File: src/rtl/kcsf_ram.sv
// generic single port ram with registered read
module kcsf_ram #(
    parameter int Width = 8,
    parameter int Depth = 64
) (
    input  logic                     i_clk,
    input  logic                     i_we,
    input  logic [$clog2(Depth)-1:0] i_addr,
    input  logic [Width-1:0]         i_wdata,
    output logic [Width-1:0]         o_rdata
);
    logic [Width-1:0] r_mem [Depth];
    logic [Width-1:0] r_rdata;

    // write or read one entry per cycle
    always_ff @(posedge i_clk) begin
        if (i_we) begin
            r_mem[i_addr] <= i_wdata;
        end
        r_rdata <= r_mem[i_addr];
    end
    assign o_rdata = r_rdata;
endmodule

File: config.mk
export PLATFORM = sky130hd
export DESIGN_NAME = kcsf_ram
export DESIGN_NICKNAME = d
export VERILOG_FILES = /design/src/rtl/kcsf_ram.sv
export SDC_FILE = /design/constraint.sdc
export NUM_CORES = 1
export LEC_CHECK = 0
export BUFFER_PORTS_ARGS = -buffer_cell sky130_fd_sc_hd__buf_4
export CORE_AREA = 2 2 245 247
export DETAILED_ROUTE_END_ITERATION = 12
export DIE_AREA = 0 0 247 249
export GPL_TIMING_DRIVEN = 0
export MAX_ROUTING_LAYER = met4
export PLACE_DENSITY = 0.5
export SKIP_CTS_REPAIR_TIMING = 1
export SLEW_MARGIN = 10
export SYNTH_ARGS = -nofsm -noshare
export SYNTH_HDL_FRONTEND = slang
export SYNTH_SLANG_ARGS = --single-unit
File: constraint.sdc
create_clock -name i_clk -period 6.5 [get_ports i_clk]
set_clock_uncertainty 0.05 [all_clocks]
set_input_delay 1.95 -clock i_clk [delete_from_list [all_inputs] [get_ports i_clk]]
set_output_delay 1.95 -clock i_clk [all_outputs]
set_load 0.03 [all_outputs]
=== After elaboration in Yosys (flattened, before gate mapping) ===
Memory sizes are Yosys's and may differ from the RTL's. A register that Yosys moved wholly into a read port is not among the register bits.
Index checks and enable logic that the tools add are counted.
Widths: inputs -> output; s select.

* Bits of input ports: 16
* Flip-flop bits (word level): 0
* Memories: 1
* RAM bits: 512
* Output and inout port bits: 8

{| class="wikitable"
|+ Memories
! name !! words !! width !! read ports !! clocked after Yosys merged registers in !! write ports !! line !! text
|-
| r_mem || 64 || 8 || 1 || 1 || 1 || 12 || <nowiki>logic [Width-1:0] r_mem [Depth];</nowiki>
|}

* Multiplexer cells: 2

{| class="wikitable"
|+ Operators with widths
! kind !! count
|-
| $mux 1 || 2
|}

=== Depth between registers and ports, before layout ===
Gate-level depths: netlist of run 1.

* Depth after elaboration: 2
* Mapped depth: 10

=== Worst setup path before layout of run 1 ===
No wires, ideal clock.

* Path kind: input to register
* Start: in i_addr[1]
* End: mem r_mem[13][0] (enable)
* Path buffers: 4
* Data arrival time: 3.678 ns
* Stages on the path: 7
* Data required time: 6.080 ns
* Path slack: 2.401 ns
* Library setup time: 0.370 ns
* Cells stage by stage: buf_6 > buf_6 > nor2b_1 > clkbuf_1 > clkbuf_1 > nand3_1 > nor2_1

{| class="wikitable"
|+ RTL lines
! element !! line !! text
|-
| start, declared || 8 || <nowiki>input logic [$clog2(Depth)-1:0] i_addr,</nowiki>
|-
| end, declared || 12 ||
|}

No word-level cell before the write port.

=== Final worst setup path of run 1 ===
* Start: in i_addr[0]
* End: mem r_mem[5][1] (enable)

No word-level cell before the write port.

==> results.sh, run 1 <==
export IMPL_outcome="complete, no violations"
export IMPL_finalNetCount=1267
export IMPL_synth_cell_types=56
export IMPL_slew_headroom_pct=17.3
export IMPL_clk_pin_slew_ps=60
export IMPL_period_needed_ps=5660
export IMPL_dp_cells=1966
export IMPL_setup_ws_ps=840
export IMPL_crit_fanout=10
export IMPL_rows=89
export IMPL_peakVddDrop_mv=0.213
export IMPL_gr_total_overflow=0
export IMPL_reg2reg_slack_ps=3930
export IMPL_critical_path_buf_inv_count=4
export IMPL_synth_edff_count=512
export IMPL_power_density_nw_per_um2=311
export IMPL_whs_path_depth=3
export IMPL_hold_end="o_rdata[2]"
export IMPL_via_per_inst=5.68
export IMPL_crit_path_end_kind="register"
export IMPL_hp_start="r_mem[3][2]"
export IMPL_fmax_mhz=177
export IMPL_die_area_sq_um=61500
export IMPL_grt_usage_pct=21.6
export IMPL_final_util_pct=39.7
export IMPL_cts_tree="yes"
export IMPL_power_frac_seq_pct=51.2
export IMPL_setup_violations=0
export IMPL_hp_class="reg -> reg"
export IMPL_drv_slew=0
export IMPL_clockPowerShare_pct=42.5
export IMPL_syn_to_final_growth_pct=14.1
export IMPL_cts_buffers=56
export IMPL_grt_max_degree=65
export IMPL_synth_seq_area_share_pct=76.0
export IMPL_synthTopCellsByCount="edfxtp_1, nor2_1, mux2i_1"
export IMPL_drt_total_wl_mm=64.4
export IMPL_netlist_area_sq_um=20400
export IMPL_async_flop_share_pct=0
export IMPL_synth_seq_cells=520
export IMPL_r2r_end="o_rdata[1]"
export IMPL_p_comb_share_pct=6.2
export IMPL_h_tree_depth=2
export IMPL_finalCritPeriodShare_pct=87.1
export IMPL_finalWeightedCongestion=0.915
export IMPL_crit_cells=7
export IMPL_slowest_delay_ps=1100
export IMPL_crit_type="in -> reg"
export IMPL_synth_top_flop_cell="edfxtp_1"
export IMPL_path_delay_family="simple AND/OR/NAND/NOR gates"
export IMPL_drt_iter0_markers=1468
export IMPL_yosys_warnings=0
export IMPL_clk_latency_ps=620
export IMPL_report_final_hold_viol_count=0
export IMPL_drcViolationCount=0
export IMPL_crit_chain="buf_4 > buf_4 > nor2b_1 > clkbuf_1 > clkbuf_1 > nand3_1 > nor2_1"
export IMPL_tightest_slew_ps=1240
export IMPL_syn_inst=1171
export IMPL_antenna_found_initial=1
export IMPL_synth_top_area_share_pct=75.2
export IMPL_die_w_um=247
export IMPL_grt_setup_unrepaired="no"
export IMPL_place_worst_setup_slack_ps=351
export IMPL_cts_buffer_depth=3
export IMPL_dieHeight_um=249
export IMPL_p_total_mw=7.26
export IMPL_initial_core_util_pct=34.8
export IMPL_root_buffer="clkbuf_16"
export IMPL_synth_area_top_cells="edfxtp_1, mux4_2, mux2i_1"
export IMPL_grt_pass1_vias=11600
export IMPL_fin_cells=2066
export IMPL_final_setup_tns_ps=0
export IMPL_p_int_mw=5.62
export IMPL_vias=11700
export IMPL_synth_area_per_cell_sq_um=17.5
export IMPL_yosys_area_top_type="edfxtp_1"
export IMPL_rr_worst_depth=5
export IMPL_p_leak_nw=7.39
export IMPL_grt_pass1_wl_mm=90.0
export IMPL_ios=24
export IMPL_wl_per_cell_um=31.2
export IMPL_r2r_start="r_mem[52][1]"
export IMPL_arrival_ps=5830
export IMPL_synth_most_common_cell="edfxtp_1"
export IMPL_hpwlAfterDp_mm=40.9
export IMPL_p_sw_share_pct=22.5
export IMPL_postRouteAntennaNets=0
export IMPL_p_switching_mw=1.64
export IMPL_worstPathRequired_ps=6670
export IMPL_drive_gt1_share_pct=14.9
export IMPL_io_buffers=22
export IMPL_maxCapViolCount=0
export IMPL_synth_fp_nets=1187
export IMPL_clkSinkCount=520
export IMPL_dr_pass1_iters=5
export IMPL_core_sq_um=58700
export IMPL_crit_path_top_delay_cell="nor2_1"
export IMPL_crit_path_start_kind="primary input"
-- per-layer routing --
| layer | vias to the layer above | track usage [%] | wire length [um] | share of wire [%] |
|---|---|---|---|---|
| met2 | 582 | 31.9 | 29000 | 45 |
| met3 | 142 | 3.91 | 5410 | 8.4 |
| met1 | 6077 | 30.1 | 27400 | 43 |
| met4 | 0 | 7.31 | 2460 | 3.8 |
| li1 | 4929 | - | - | - |
| met5 | - | - | 0 | 0 |
-- state kept, by name, summed over array words and instances, names as in the netlist --
signal,flops
r_mem,512
o_rdata,8
-- worst reg2reg max path: stages, from the launching register on --
cell	delay, ps
edfxtp_1	360
mux4_2	470
mux2i_1	480
o22a_1	200
o311ai_0	240
or4_1	600
-- area by class of cell --
class | count | area, sq um
sequential | 520 | 15500
tap | 773 | 967
antenna | 1 | 2.50
timing repair buffer | 22 | 165
fill | 5339 | 35400
clock inverter | 34 | 284
inverter | 3 | 11.3
multi-input combinational | 567 | 4510
clock buffer | 65 | 1460
buffer | 81 | 394
-- placed cells by master (no fill, tap or decap), types with 8 or more instances in the layout --
cell	count
o221ai_1	9
clkbuf_16	57
nand2_1	45
and3_1	9
a22o_1	10
nand3_1	8
buf_4	26
edfxtp_1	512
buf_2	30
and2_1	9
o22a_1	11
o21ai_0	9
a31oi_1	15
clkinv_2	12
clkbuf_1	44
a21oi_1	28
mux2i_1	63
o22ai_1	22
mux4_2	41
nand3b_1	12
dfxtp_1	8
nand2b_1	24
nor2b_1	8
clkinv_1	15
nor2_1	82
a221o_1	11
a22oi_1	40
a221oi_1	21
-- power groups by stage --
stage	clock network [mW]	registers (mW)	logic, mW
after floorplan	0	3.81	0.201
after global placement	0	3.79	0.445
after detailed placement	0	3.79	0.447
after CTS	3.13	3.72	0.448
after global routing	3.25	3.72	0.472
final	3.09	3.72	0.452
-- worst max path at each step --
stage                         start           end
after floorplan           i_addr[1]  r_mem[13][0]
after global placement    i_addr[0]   r_mem[5][0]
after detailed placement  i_addr[0]   r_mem[5][0]
after CTS                 i_addr[0]   r_mem[5][1]
after global routing      i_addr[0]   r_mem[5][1]
final                     i_addr[0]   r_mem[5][1]
-- kinds of logic after synthesis --
group	Yosys count	share of synthesized area [%]
DFF	520	76.0
and+or+nand+nor	229	5.71
AOI/OAI and AO/OA	222	8.08
muxes	116	8.26
buffers and inverters	84	1.98
-- per-stage QoR --
stage	instance area, sq um	hold slack [ps]
CTS	23300	607
finish	23300	618
global placement	21600	583
floorplan	20400	513
detailed placement	21600	589
global route	23300	657
No activity file was read; power rests on OpenSTA's default activity.
==> run 2, diff against run 1 <==
--- a/config.mk
+++ b/config.mk
@@ -5,13 +5,14 @@
 export SDC_FILE = /design/constraint.sdc
 export NUM_CORES = 1
 export LEC_CHECK = 0
+export ABC_AREA = 1
 export BUFFER_PORTS_ARGS = -buffer_cell sky130_fd_sc_hd__buf_4
-export CORE_AREA = 2 2 245 247
+export CORE_AREA = 2 2 192 194
 export DETAILED_ROUTE_END_ITERATION = 12
-export DIE_AREA = 0 0 247 249
+export DIE_AREA = 0 0 194 196
 export GPL_TIMING_DRIVEN = 0
 export MAX_ROUTING_LAYER = met4
-export PLACE_DENSITY = 0.5
+export PLACE_DENSITY = 0.79
 export SKIP_CTS_REPAIR_TIMING = 1
 export SLEW_MARGIN = 10
 export SYNTH_ARGS = -nofsm -noshare
==> run 2 against run 1 <==
Area after synthesis up 7.8%. First-iteration DRC count up 33%. Sequential share of layout area decreased by 3.4 points. Critical path depth decreased by 1. Worst setup slack improved by 1300 ps. Largest cell class unchanged.
==> results.sh, run 2 <==
export IMPL_arrival_ps=4490
export IMPL_place_area_sq_um=22800
export IMPL_crit_fanout=10
export IMPL_crit_type="in -> reg"
export IMPL_synth_top_area_share_pct=69.7
export IMPL_report_final_hold_viol_count=0
export IMPL_grt_use_met2_pct=50.8
export IMPL_die_area_sq_um=38000
export IMPL_ios=24
export IMPL_setup_violations=0
export IMPL_peakVddDrop_mv=0.264
export IMPL_p_leak_nw=10.3
export IMPL_busiest_layer="met2"
export IMPL_cts_buffers=51
export IMPL_multi_input_area_sq_um=5830
export IMPL_root_buffer="clkbuf_16"
export IMPL_async_flop_share_pct=0
export IMPL_seqCellArea_sq_um=15500
export IMPL_drive_gt1_share_pct=8.42
export IMPL_crit_path_start_kind="primary input"
export IMPL_synth_seq_area_share_pct=70.5
export IMPL_tightest_slew_ps=1140
export IMPL_synthTopCellsByCount="nand2_1, edfxtp_1, nor2_1"
export IMPL_clkSinkCount=520
export IMPL_initial_core_util_pct=61.1
export IMPL_slew_headroom_pct=23.9
export IMPL_crit_chain="buf_4 > inv_2 > buf_2 > buf_2 > nand3_1 > nor2_1"
export IMPL_fmax_mhz=231
export IMPL_final_util_pct=68.1
export IMPL_die_w_um=194
export IMPL_final_hold_worst_slack_ps=736
export IMPL_final_cell_mix="nand2_1, edfxtp_1, nor2_1"
export IMPL_final_area_sq_um=24600
export IMPL_power_density_nw_per_um2=299
export IMPL_core_sq_um=36100
export IMPL_hp_start="r_mem[23][6]"
export IMPL_place_worst_setup_slack_ps=1760
export IMPL_wl_per_cell_um=21.9
export IMPL_r2r_start="r_mem[3][6]"
export IMPL_synth_cell_types=22
export IMPL_io_buffers=18
export IMPL_hpwlAfterDp_mm=38.7
export IMPL_postRouteAntennaNets=0
export IMPL_largest_reg_flops=512
export IMPL_grt_pass1_wl_mm=89.4
export IMPL_drt_iter0_markers=1947
export IMPL_regMostFlops="r_mem"
export IMPL_clk_pin_slew_ps=60
export IMPL_crit_path_top_delay_cell="nor2_1"
export IMPL_synth_area_top_cells="edfxtp_1, nand2_1, nor2_1"
export IMPL_grt_setup_unrepaired="no"
export IMPL_hp_class="reg -> reg"
export IMPL_reg2reg_slack_ps=4990
export IMPL_h_tree_depth=2
export IMPL_gr_total_overflow=0
export IMPL_setup_ws_ps=2160
export IMPL_drcViolationCount=0
export IMPL_yosys_warnings=0
export IMPL_synth_top_flop_cell="edfxtp_1"
export IMPL_synth_fp_nets=2183
export IMPL_antenna_found_initial=1
export IMPL_crit_path_end_kind="register"
export IMPL_met1_usage_pct=42.8
export IMPL_maxCapViolCount=0
export IMPL_cts_tree="yes"
export IMPL_final_setup_tns_ps=0
export IMPL_finalWeightedCongestion=1.04
export IMPL_syn_inst=2167
export IMPL_period_needed_ps=4340
export IMPL_vias=15900
export IMPL_synth_seq_cells=520
export IMPL_drv_slew=0
export IMPL_netlist_area_sq_um=22000
export IMPL_cp_common_cell="buf_2"
export IMPL_fill_cells=2589
export IMPL_synth_most_common_cell="nand2_1"
export IMPL_rows=70
export IMPL_syn_to_final_growth_pct=11.4
export IMPL_layout_commonest_cell="nand2_1"
export IMPL_finalCritPeriodShare_pct=66.7
export IMPL_cts_buffer_depth=3
export IMPL_grt_pass1_vias=15200
export IMPL_rr_worst_depth=10
export IMPL_worstPathRequired_ps=6660
export IMPL_synth_edff_count=512
export IMPL_whs_path_depth=6
export IMPL_slowest_delay_ps=1040
export IMPL_grt_max_degree=65
export IMPL_grtUsageMet3_pct=6.00
export IMPL_via_per_inst=5.77
export IMPL_r2r_end="o_rdata[6]"
export IMPL_hold_end="o_rdata[6]"
export IMPL_finalNetCount=2256
export IMPL_outcome="complete, no violations"
export IMPL_clk_latency_ps=600
export IMPL_yosys_area_top_type="edfxtp_1"
export IMPL_grt_usage_pct=33.0
export IMPL_dieHeight_um=196
export IMPL_synth_area_per_cell_sq_um=10.2
export IMPL_dr_pass1_iters=6
export IMPL_drt_total_wl_mm=60.3
==> run 2: logic make-up (layout without fill, tap and decap cells) <==
group,count (synthesis),after routing,synth area share [%]
AND/OR/NAND/NOR,1504,1504,26.0
AO/OA/AOI/OAI,12,12,0.329
buffers and inverters,131,243,3.16
other,0,1,0
flip-flops,520,520,70.5
==> run 2: how the worst max path moves through the flow <==
| stage | start | endpoint | slack, ps |
|---|---|---|---|
| 3_3_place_gp | i_addr[5] | r_mem[41][1] | 1420 |
| 5_1_grt | i_addr[0] | r_mem[60][2] | 2230 |
| 6_report | i_addr[0] | r_mem[60][4] | 2160 |
| 3_5_place_dp | i_addr[1] | r_mem[30][3] | 1760 |
| 2_1_floorplan | i_addr[3] | r_mem[41][0] | 2530 |
| 4_1_cts | i_addr[0] | r_mem[58][5] | 2370 |
==> run 2: power breakdown <==
group / switching [mW] / internal, mW / leakage [nW]
Combinational: 0.376 / 0.117 / 4.77
Clock: 1.25 / 1.88 / 0.871
Sequential: 0.00759 / 3.71 / 4.67
Total: 1.63 / 5.71 / 10.3
==> run 2: layout make-up <==
class	count	area share (%)
Antenna cell	1	0.0102
Buffer	101	2.37
Clock buffer	61	5.68
Clock inverter	31	1.54
Inverter	30	0.458
Multi-Input combinational cell	1516	23.7
Sequential cell	520	63.2
Tap cell	468	2.38
Timing Repair Buffer	20	0.601
==> run 2: metrics by stage <==
stage          std cells  power (mW)
6_report            2748        7.34
5_1_grt             2748        7.50
3_3_place_gp        2653        4.25
4_1_cts             2747        7.32
2_1_floorplan       2167        4.06
3_5_place_dp        2655        4.27
==> run 2: worst max-delay path: cells and delay by family <==
kind	cells	cell delay, ps
AND/OR/NAND/NOR	2	1570
buffers and inverters	4	970
==> run 2: routing by layer <==
metal / up-vias / share of wire [%]
met3: 222 / 11
met1: 7493 / 38
met2: 993 / 46
met4: 0 / 5.3
met5: - / 0
li1: 7155 / -
